`src/rtl/sida_pkg.sv`:
```
// Shared types and character constants for the signed integer to decimal text block.
// No dependencies; the front, back and top-level files refer to this package by scoped names.
package sida_pkg;

  localparam logic [7:0] CH_ZERO  = 8'h30;
  localparam logic [7:0] CH_MINUS = 8'h2d;
  localparam logic [7:0] CH_PLUS  = 8'h2b;
  localparam logic [7:0] CH_NUL   = 8'h00;

  // Classification of one accepted word, decided by the front part.
  typedef struct packed {
    logic neg;
    logic has_sign;
    logic term;
  } cls_t;

  // Status of the queue between the front and back parts.
  typedef struct packed {
    logic valid;
    cls_t cls;
  } fq_stat_t;

  // One result word.
  typedef struct packed {
    logic [7:0] character;
    logic       last;
    logic [3:0] length;
  } chr_t;

endpackage

```
`src/rtl/sida_front.sv`:
```
// Front part: input handshake, configuration register, sign classification and
// the two-entry queue that feeds the back part. Depends on sida_pkg.
module sida_front #(
  parameter int VALUE_WIDTH = 32
) (
  input  logic                   clk,
  input  logic                   rst_n,
  input  logic                   in_push,
  output logic                   in_full,
  input  logic [VALUE_WIDTH-1:0] in_value,
  input  logic                   in_add_terminator,
  input  logic                   cfg_valid,
  output logic                   cfg_ready,
  input  logic                   cfg_show_plus,
  output sida_pkg::fq_stat_t     fq_stat,
  output logic [VALUE_WIDTH-1:0] fq_mag,
  input  logic                   fq_pop
);

  logic                   show_plus_r;
  logic [1:0]             cnt_r, cnt_nxt;
  logic                   wr_ptr_r, rd_ptr_r;
  sida_pkg::cls_t         cls_q [2];
  logic [VALUE_WIDTH-1:0] mag_q [2];
  logic                   push_ok, pop_ok;
  sida_pkg::cls_t         cls_in;
  logic [VALUE_WIDTH-1:0] mag_in;

  assign cfg_ready = 1'b1;
  assign in_full   = (cnt_r == 2'd2);
  assign push_ok   = in_push && !in_full;
  assign pop_ok    = fq_pop && (cnt_r != 2'd0);

  // The magnitude of the most negative word still fits as an unsigned value.
  always_comb begin
    cls_in.neg      = in_value[VALUE_WIDTH-1];
    cls_in.has_sign = in_value[VALUE_WIDTH-1] || show_plus_r;
    cls_in.term     = in_add_terminator;
    mag_in = in_value[VALUE_WIDTH-1] ?
             (~in_value + {{(VALUE_WIDTH-1){1'b0}}, 1'b1}) : in_value;
  end

  always_comb begin
    cnt_nxt = cnt_r;
    if (push_ok && !pop_ok) begin
      cnt_nxt = cnt_r + 2'd1;
    end else if (pop_ok && !push_ok) begin
      cnt_nxt = cnt_r - 2'd1;
    end
  end

  always_ff @(posedge clk) begin
    if (!rst_n) begin
      show_plus_r <= 1'b0;
      cnt_r       <= 2'd0;
      wr_ptr_r    <= 1'b0;
      rd_ptr_r    <= 1'b0;
    end else begin
      if (cfg_valid) begin
        show_plus_r <= cfg_show_plus;
      end
      cnt_r <= cnt_nxt;
      if (push_ok) begin
        wr_ptr_r <= !wr_ptr_r;
      end
      if (pop_ok) begin
        rd_ptr_r <= !rd_ptr_r;
      end
    end
  end

  always_ff @(posedge clk) begin
    if (push_ok) begin
      cls_q[wr_ptr_r] <= cls_in;
      mag_q[wr_ptr_r] <= mag_in;
    end
  end

  assign fq_stat.valid = (cnt_r != 2'd0);
  assign fq_stat.cls   = cls_q[rd_ptr_r];
  assign fq_mag        = mag_q[rd_ptr_r];

endmodule

```
`src/rtl/sida_back.sv`:
```
// Back part: bit-serial binary to BCD conversion, leading zero skip, character
// emission and the two-entry result queue. Depends on sida_pkg.
module sida_back #(
  parameter int VALUE_WIDTH = 32
) (
  input  logic                   clk,
  input  logic                   rst_n,
  input  sida_pkg::fq_stat_t     fq_stat,
  input  logic [VALUE_WIDTH-1:0] fq_mag,
  output logic                   fq_pop,
  output logic                   out_empty,
  input  logic                   out_pop,
  output logic [7:0]             out_character,
  output logic                   out_last,
  output logic [3:0]             out_length
);

  // Decimal digits of 2^(VALUE_WIDTH-1); 1233/4096 approximates log10(2).
  localparam int NDIG  = (((VALUE_WIDTH - 1) * 1233) >> 12) + 1;
  localparam int BCD_W = 4 * NDIG;
  localparam int CNT_W = $clog2(VALUE_WIDTH + 1);
  localparam int DIG_W = $clog2(NDIG + 1);

  typedef enum logic [5:0] {
    S_IDLE  = 6'b000001,
    S_CONV  = 6'b000010,
    S_SKIP  = 6'b000100,
    S_SIGN  = 6'b001000,
    S_DIGIT = 6'b010000,
    S_TERM  = 6'b100000
  } state_t;

  state_t                 state_r, state_nxt;
  logic [BCD_W-1:0]       bcd_r, bcd_nxt, bcd_adj;
  logic [VALUE_WIDTH-1:0] bin_r, bin_nxt;
  logic [CNT_W-1:0]       cnt_r, cnt_nxt;
  logic [DIG_W-1:0]       dig_r, dig_nxt;
  logic [3:0]             len_r, len_nxt;
  sida_pkg::cls_t         cls_r, cls_nxt;
  logic [3:0]             top_dig;

  sida_pkg::chr_t         emit_chr;
  logic                   emit_req, emit_ok;
  logic [1:0]             oq_cnt_r, oq_cnt_nxt;
  logic                   oq_wr_r, oq_rd_r;
  sida_pkg::chr_t         oq_mem [2];
  logic                   oq_pop_ok, oq_space;

  assign top_dig = bcd_r[BCD_W-1 -: 4];

  // Add three to every digit of five or more before the next shift.
  always_comb begin
    for (int i = 0; i < NDIG; i++) begin
      bcd_adj[4*i +: 4] = (bcd_r[4*i +: 4] >= 4'd5) ?
                          (bcd_r[4*i +: 4] + 4'd3) : bcd_r[4*i +: 4];
    end
  end

  assign oq_pop_ok = out_pop && (oq_cnt_r != 2'd0);
  assign oq_space  = (oq_cnt_r != 2'd2) || oq_pop_ok;
  assign emit_ok   = emit_req && oq_space;

  always_comb begin
    state_nxt = state_r;
    bcd_nxt   = bcd_r;
    bin_nxt   = bin_r;
    cnt_nxt   = cnt_r;
    dig_nxt   = dig_r;
    len_nxt   = len_r;
    cls_nxt   = cls_r;
    fq_pop    = 1'b0;
    emit_req  = 1'b0;
    emit_chr  = '0;
    unique case (state_r)
      S_IDLE: begin
        if (fq_stat.valid) begin
          fq_pop    = 1'b1;
          bin_nxt   = fq_mag;
          bcd_nxt   = '0;
          cnt_nxt   = CNT_W'(VALUE_WIDTH);
          cls_nxt   = fq_stat.cls;
          state_nxt = S_CONV;
        end
      end
      S_CONV: begin
        bcd_nxt = {bcd_adj[BCD_W-2:0], bin_r[VALUE_WIDTH-1]};
        bin_nxt = {bin_r[VALUE_WIDTH-2:0], 1'b0};
        cnt_nxt = cnt_r - CNT_W'(1);
        if (cnt_r == CNT_W'(1)) begin
          dig_nxt   = DIG_W'(NDIG);
          state_nxt = S_SKIP;
        end
      end
      S_SKIP: begin
        // Drop leading zeros one digit a cycle, keeping at least one digit.
        if ((top_dig == 4'd0) && (dig_r != DIG_W'(1))) begin
          bcd_nxt = {bcd_r[BCD_W-5:0], 4'd0};
          dig_nxt = dig_r - DIG_W'(1);
        end else begin
          len_nxt   = 4'(8'(dig_r) + 8'(cls_r.has_sign));
          state_nxt = cls_r.has_sign ? S_SIGN : S_DIGIT;
        end
      end
      S_SIGN: begin
        emit_req           = 1'b1;
        emit_chr.character = cls_r.neg ? sida_pkg::CH_MINUS : sida_pkg::CH_PLUS;
        if (emit_ok) begin
          state_nxt = S_DIGIT;
        end
      end
      S_DIGIT: begin
        emit_req           = 1'b1;
        emit_chr.character = sida_pkg::CH_ZERO + {4'd0, top_dig};
        if ((dig_r == DIG_W'(1)) && !cls_r.term) begin
          emit_chr.last   = 1'b1;
          emit_chr.length = len_r;
        end
        if (emit_ok) begin
          bcd_nxt = {bcd_r[BCD_W-5:0], 4'd0};
          dig_nxt = dig_r - DIG_W'(1);
          if (dig_r == DIG_W'(1)) begin
            state_nxt = cls_r.term ? S_TERM : S_IDLE;
          end
        end
      end
      S_TERM: begin
        emit_req           = 1'b1;
        emit_chr.character = sida_pkg::CH_NUL;
        emit_chr.last      = 1'b1;
        emit_chr.length    = len_r;
        if (emit_ok) begin
          state_nxt = S_IDLE;
        end
      end
      default: begin
        state_nxt = S_IDLE;
      end
    endcase
  end

  always_comb begin
    oq_cnt_nxt = oq_cnt_r;
    if (emit_ok && !oq_pop_ok) begin
      oq_cnt_nxt = oq_cnt_r + 2'd1;
    end else if (oq_pop_ok && !emit_ok) begin
      oq_cnt_nxt = oq_cnt_r - 2'd1;
    end
  end

  always_ff @(posedge clk) begin
    if (!rst_n) begin
      state_r  <= S_IDLE;
      oq_cnt_r <= 2'd0;
      oq_wr_r  <= 1'b0;
      oq_rd_r  <= 1'b0;
    end else begin
      state_r  <= state_nxt;
      oq_cnt_r <= oq_cnt_nxt;
      if (emit_ok) begin
        oq_wr_r <= !oq_wr_r;
      end
      if (oq_pop_ok) begin
        oq_rd_r <= !oq_rd_r;
      end
    end
  end

  always_ff @(posedge clk) begin
    bcd_r <= bcd_nxt;
    bin_r <= bin_nxt;
    cnt_r <= cnt_nxt;
    dig_r <= dig_nxt;
    len_r <= len_nxt;
    cls_r <= cls_nxt;
    if (emit_ok) begin
      oq_mem[oq_wr_r] <= emit_chr;
    end
  end

  assign out_empty     = (oq_cnt_r == 2'd0);
  assign out_character = oq_mem[oq_rd_r].character;
  assign out_last      = oq_mem[oq_rd_r].last;
  assign out_length    = oq_mem[oq_rd_r].length;

endmodule

```
`src/rtl/signed_int_to_decimal_ascii.sv`:
```
// Signed integer to decimal ASCII text, one character per result word.
// Each word is loaded, converted by the bit-serial BCD loop, stripped of leading zeros
// with its length fixed, then emitted one character per result word (up to 12
// for a width of 32); emission stalls while the result queue is full. The back part
// takes a new word only after the last one is fully queued; the front queue holds two.
// Synchronous active-low reset empties both queues and clears show_plus to 0.
module signed_int_to_decimal_ascii #(
  parameter int VALUE_WIDTH = 32
) (
  input  logic                   clk,
  input  logic                   rst_n,
  input  logic                   in_push,
  output logic                   in_full,
  input  logic [VALUE_WIDTH-1:0] in_value,
  input  logic                   in_add_terminator,
  output logic                   out_empty,
  input  logic                   out_pop,
  output logic [7:0]             out_character,
  output logic                   out_last,
  output logic [3:0]             out_length,
  input  logic                   cfg_valid,
  output logic                   cfg_ready,
  input  logic                   cfg_show_plus
);

  sida_pkg::fq_stat_t     fq_stat;
  logic [VALUE_WIDTH-1:0] fq_mag;
  logic                   fq_pop;

  sida_front #(.VALUE_WIDTH(VALUE_WIDTH)) u_front (
    .clk               (clk),
    .rst_n             (rst_n),
    .in_push           (in_push),
    .in_full           (in_full),
    .in_value          (in_value),
    .in_add_terminator (in_add_terminator),
    .cfg_valid         (cfg_valid),
    .cfg_ready         (cfg_ready),
    .cfg_show_plus     (cfg_show_plus),
    .fq_stat           (fq_stat),
    .fq_mag            (fq_mag),
    .fq_pop            (fq_pop)
  );

  sida_back #(.VALUE_WIDTH(VALUE_WIDTH)) u_back (
    .clk           (clk),
    .rst_n         (rst_n),
    .fq_stat       (fq_stat),
    .fq_mag        (fq_mag),
    .fq_pop        (fq_pop),
    .out_empty     (out_empty),
    .out_pop       (out_pop),
    .out_character (out_character),
    .out_last      (out_last),
    .out_length    (out_length)
  );

endmodule

```
`config.mk`:
```
export PLATFORM = sky130hd
export DESIGN_NAME = signed_int_to_decimal_ascii
export DESIGN_NICKNAME = d
export VERILOG_FILES = /design/src/rtl/sida_pkg.sv /design/src/rtl/sida_front.sv /design/src/rtl/sida_back.sv /design/src/rtl/signed_int_to_decimal_ascii.sv
export SDC_FILE = /design/constraint.sdc
export NUM_CORES = 1
export LEC_CHECK = 0
export BUFFER_PORTS_ARGS = -buffer_cell sky130_fd_sc_hd__buf_4
export CORE_MARGIN = 4
export CORE_UTILIZATION = 55
export DETAILED_ROUTE_END_ITERATION = 12
export PLACE_DENSITY = 0.81
export SETUP_SLACK_MARGIN = 0.15
export SYNTH_ARGS = -nofsm -noshare
export SYNTH_HDL_FRONTEND = slang
export SYNTH_SLANG_ARGS = --single-unit
```
`constraint.sdc`:
```
create_clock -name clk -period 10.36 [get_ports clk]
set_input_delay 1.036 -clock clk [delete_from_list [all_inputs] [get_ports clk]]
set_output_delay 1.036 -clock clk [all_outputs]
set_load 0.01 [all_outputs]
```
==> flow_summary.toml <==
[clocking]
cts_tree = "yes"
cts.htree.levels = 4
worst_skew_pair.late_latency_ns = 0.43
cts_hold_buf = 0
post_cts_resize_count = 0
numCtsBuffers = 17
root_buffer = "clkbuf_16"
clock_path_buffers = 2
path_clk_slew_ns = 0.07
cts_setup_buffers = 0
clock_sinks = 198

[setup_path]
crit_type = "reg -> reg"
rrSetupSlack_ns = 7.45
path_max_fanout = 40
slowest_delay_ns = 0.60
crit_chain = "or4_4 -> nor3b_1 -> nor2b_1 -> a21o_1 -> nor3b_2 -> buf_4"
r2r_cells = 6
path_buf_inv = 1
arrival_ns = 3.04
critical_path.top_delay_family = "simple AND/OR/NAND/NOR gates"
end_kind = "flip-flop"
startpoint_type = "flip-flop"
r2r_start = "u_back.state_r[5]"
crit_slowest_cell = "or4_4"
cp.required_ns = 10.49
cp_num_cells = 6
r2r_end = "u_back.bcd_r[18]"

[timing]
post-route-period-util_pct = 28.09
max_slew_margin_pct = 29.45
worst_pin_slew_ns = 1.056
period_minus_slack_ns = 2.910
hold_viol = 0
rsz0062_at_grt = "false"
report.final.slew_viol_count = 0
skew_ns = 0.007846
setup_viol = 0
clock.fmax_mhz = 343.6
finalSetupTns_ns = 0

[cells_and_area]
drive_above_1_share_pct = 13.73
diodes = 0
final_common_cell = "edfxtp_1"
fin_nets = 901
utilization_pct = 63.58
n_fill_cell = 1297
final_cell_mix = "edfxtp_1 (181), nand2_1 (89), o21ai_0 (87)"
area_growth_syn_to_layout_pct = 12.05

[outcome]
status = "finished, final reports clean"

[yosys]
synth-edff-count = 181
netlist_area_um2 = 9544
synth-main-ff-cell = "edfxtp_1"
postSynthAreaPerCell_um2 = 12.11
ys_types = 49
ys_async_sr_fraction_pct = 0
ys_warn_count = 0
ys_seq_area_share_pct = 60.51
syn_inst = 788
synth_top_area_share_pct = 56.95
ys_seq_elements = 198
yosysTopAreaCell = "edfxtp_1"
synth_area_leaders = "edfxtp_1 (57%), o21ai_0 (4.6%), xnor2_1 (4.5%)"

[grt]
grt_max_degree = 69
overflow = 0
grt.met3_usage_pct = 4.048
grt_pass1_vias = 5769
grt_pass1_wl_um = 26990
grt_use_met2_pct = 28.21
track_usage_pct = 16.79
antenna_found_initial = 0
top_usage_layer = "met2"
grt.met1_usage_pct = 22.23

[place]
io_buffers = 51
place.gp.congestion = 0.8451
hpwlAfterDp_um = 10340

[detailed_routing]
wire_per_inst_um = 14.99
drc_errors = 0
drtIter0Drc = 434
ant_nets = 0
vias = 5896
drt-total-wl_um = 15960
post_drt_via_cell_ratio = 5.536
dr.pass1.iters = 5

[floorplan]
die_y_um = 139.7
io_pins = 55
num_rows = 47
initial_utilization_pct = 56.75
die_x_um = 139.7
die_area_um2 = 19520
core_area_um2 = 16820

[worst_hold_path]
hold_depth = 2
hp-class = "reg -> reg"
hold_path_startpoint = "u_back.oq_cnt_r[1]"
hold_end = "u_back.oq_cnt_r[1]"

[power_and_ir_drop]
power_density_nw_per_um2 = 255.5
vdd_ir_drop_max_v = 0.0001442
power.leakage_nw = 3.671

[flow_run]
drv_cap = 0
## sequential cells by signal, indices dropped and copies added (netlist names), named ones only
register and cells:
u_back.dig_r 4, u_front.cls_q 6, u_back.len_r 4, u_back.cnt_r 6
u_front.show_plus_r 1, u_back.bin_r 32, u_back.oq_rd_r 1, u_back.bcd_r 40
u_front.mag_q 64, u_front.rd_ptr_r 1, u_back.cls_r 3, u_back.state_r 6
u_back.oq_wr_r 1, u_front.cnt_r 2, u_front.wr_ptr_r 1, u_back.oq_mem 22
u_back.oq_cnt_r 2
## logic make-up after synthesis
kind of cell               Yosys count  share of synthesized area, %
xor gates and xnor gates            60                         5.506
other                                2                       0.07869
AOI/OAI and AO/OA                  158                         9.439
buffers and inverters               66                         3.068
muxes                               50                         5.427
and+or+nand+nor                    224                         12.03
DFF                                198                         60.51
adders and majority gates           30                         3.933
## metal layers
| layer | vias to the layer above | share of wire [%] |
|---|---|---|
| li1 | 2938 | - |
| met1 | 2816 | 45 |
| met5 | - | 0 |
| met4 | 0 | 0.90 |
| met2 | 128 | 49 |
| met3 | 14 | 4.4 |
## worst min-delay path: stages, from the launching register on
cell and delay, ns:
dfxtp_1 0.34, o21ai_0 0.07, a21boi_0 0.07
## through the flow
step / area (um2) / power (mW) / cells / hold WS [ns] / worst slack (ns)
floorplan: 9548 / 1.900 / 789 / 0.4745 / 5.486
global placement: 10110 / 2.061 / 1033 / 0.5001 / 7.364
detailed placement: 10110 / 2.097 / 1033 / 0.5131 / 7.327
CTS: 10690 / 2.754 / 1065 / 0.5294 / 7.462
global route: 10690 / 2.918 / 1065 / 0.5521 / 7.287
finish: 10690 / 2.732 / 1065 / 0.5286 / 7.450
## synthesized netlist by cell type (all sizes together), types with 8 or more instances
cell type / number
a21oi: 33
buf: 14
xor2: 11
nor3b: 19
nand3: 8
ha: 30
o21ai: 90
or3: 8
o31ai: 16
and2: 9
nor2b: 11
clkbuf: 19
mux2: 14
nand2: 89
dfxtp: 17
mux2i: 36
nor3: 11
nor2: 33
edfxtp: 181
xnor2: 49
nand2b: 14
inv: 33
## report_power, final
group	internal [mW]	switching (mW)
Sequential	1.18	0.172
Clock	0.344	0.307
Combinational	0.302	0.429
## area by class of cell
cell class	count	area (um2)	area share, %
timing repair buffer	57	427.9	4.001
inverter	33	123.9	1.158
sequential	198	5777	54.02
multi-input combinational	525	3503	32.76
clock inverter	14	157.7	1.474
tap	220	275.3	2.574
clock buffer	18	429.2	4.013
## how the worst max path moves through the flow
stage	start	to
finish	u_back.state_r[5]	u_back.bcd_r[18]
detailed placement	in_value[10]	u_front.mag_q[1][27]
global placement	in_value[10]	u_front.mag_q[0][27]
floorplan	u_back.state_r[1]	u_back.bcd_r[0]
global route	u_back.state_r[5]	u_back.bcd_r[20]
CTS	u_back.state_r[5]	u_back.bcd_r[34]
(Power assumes the default switching activity.)
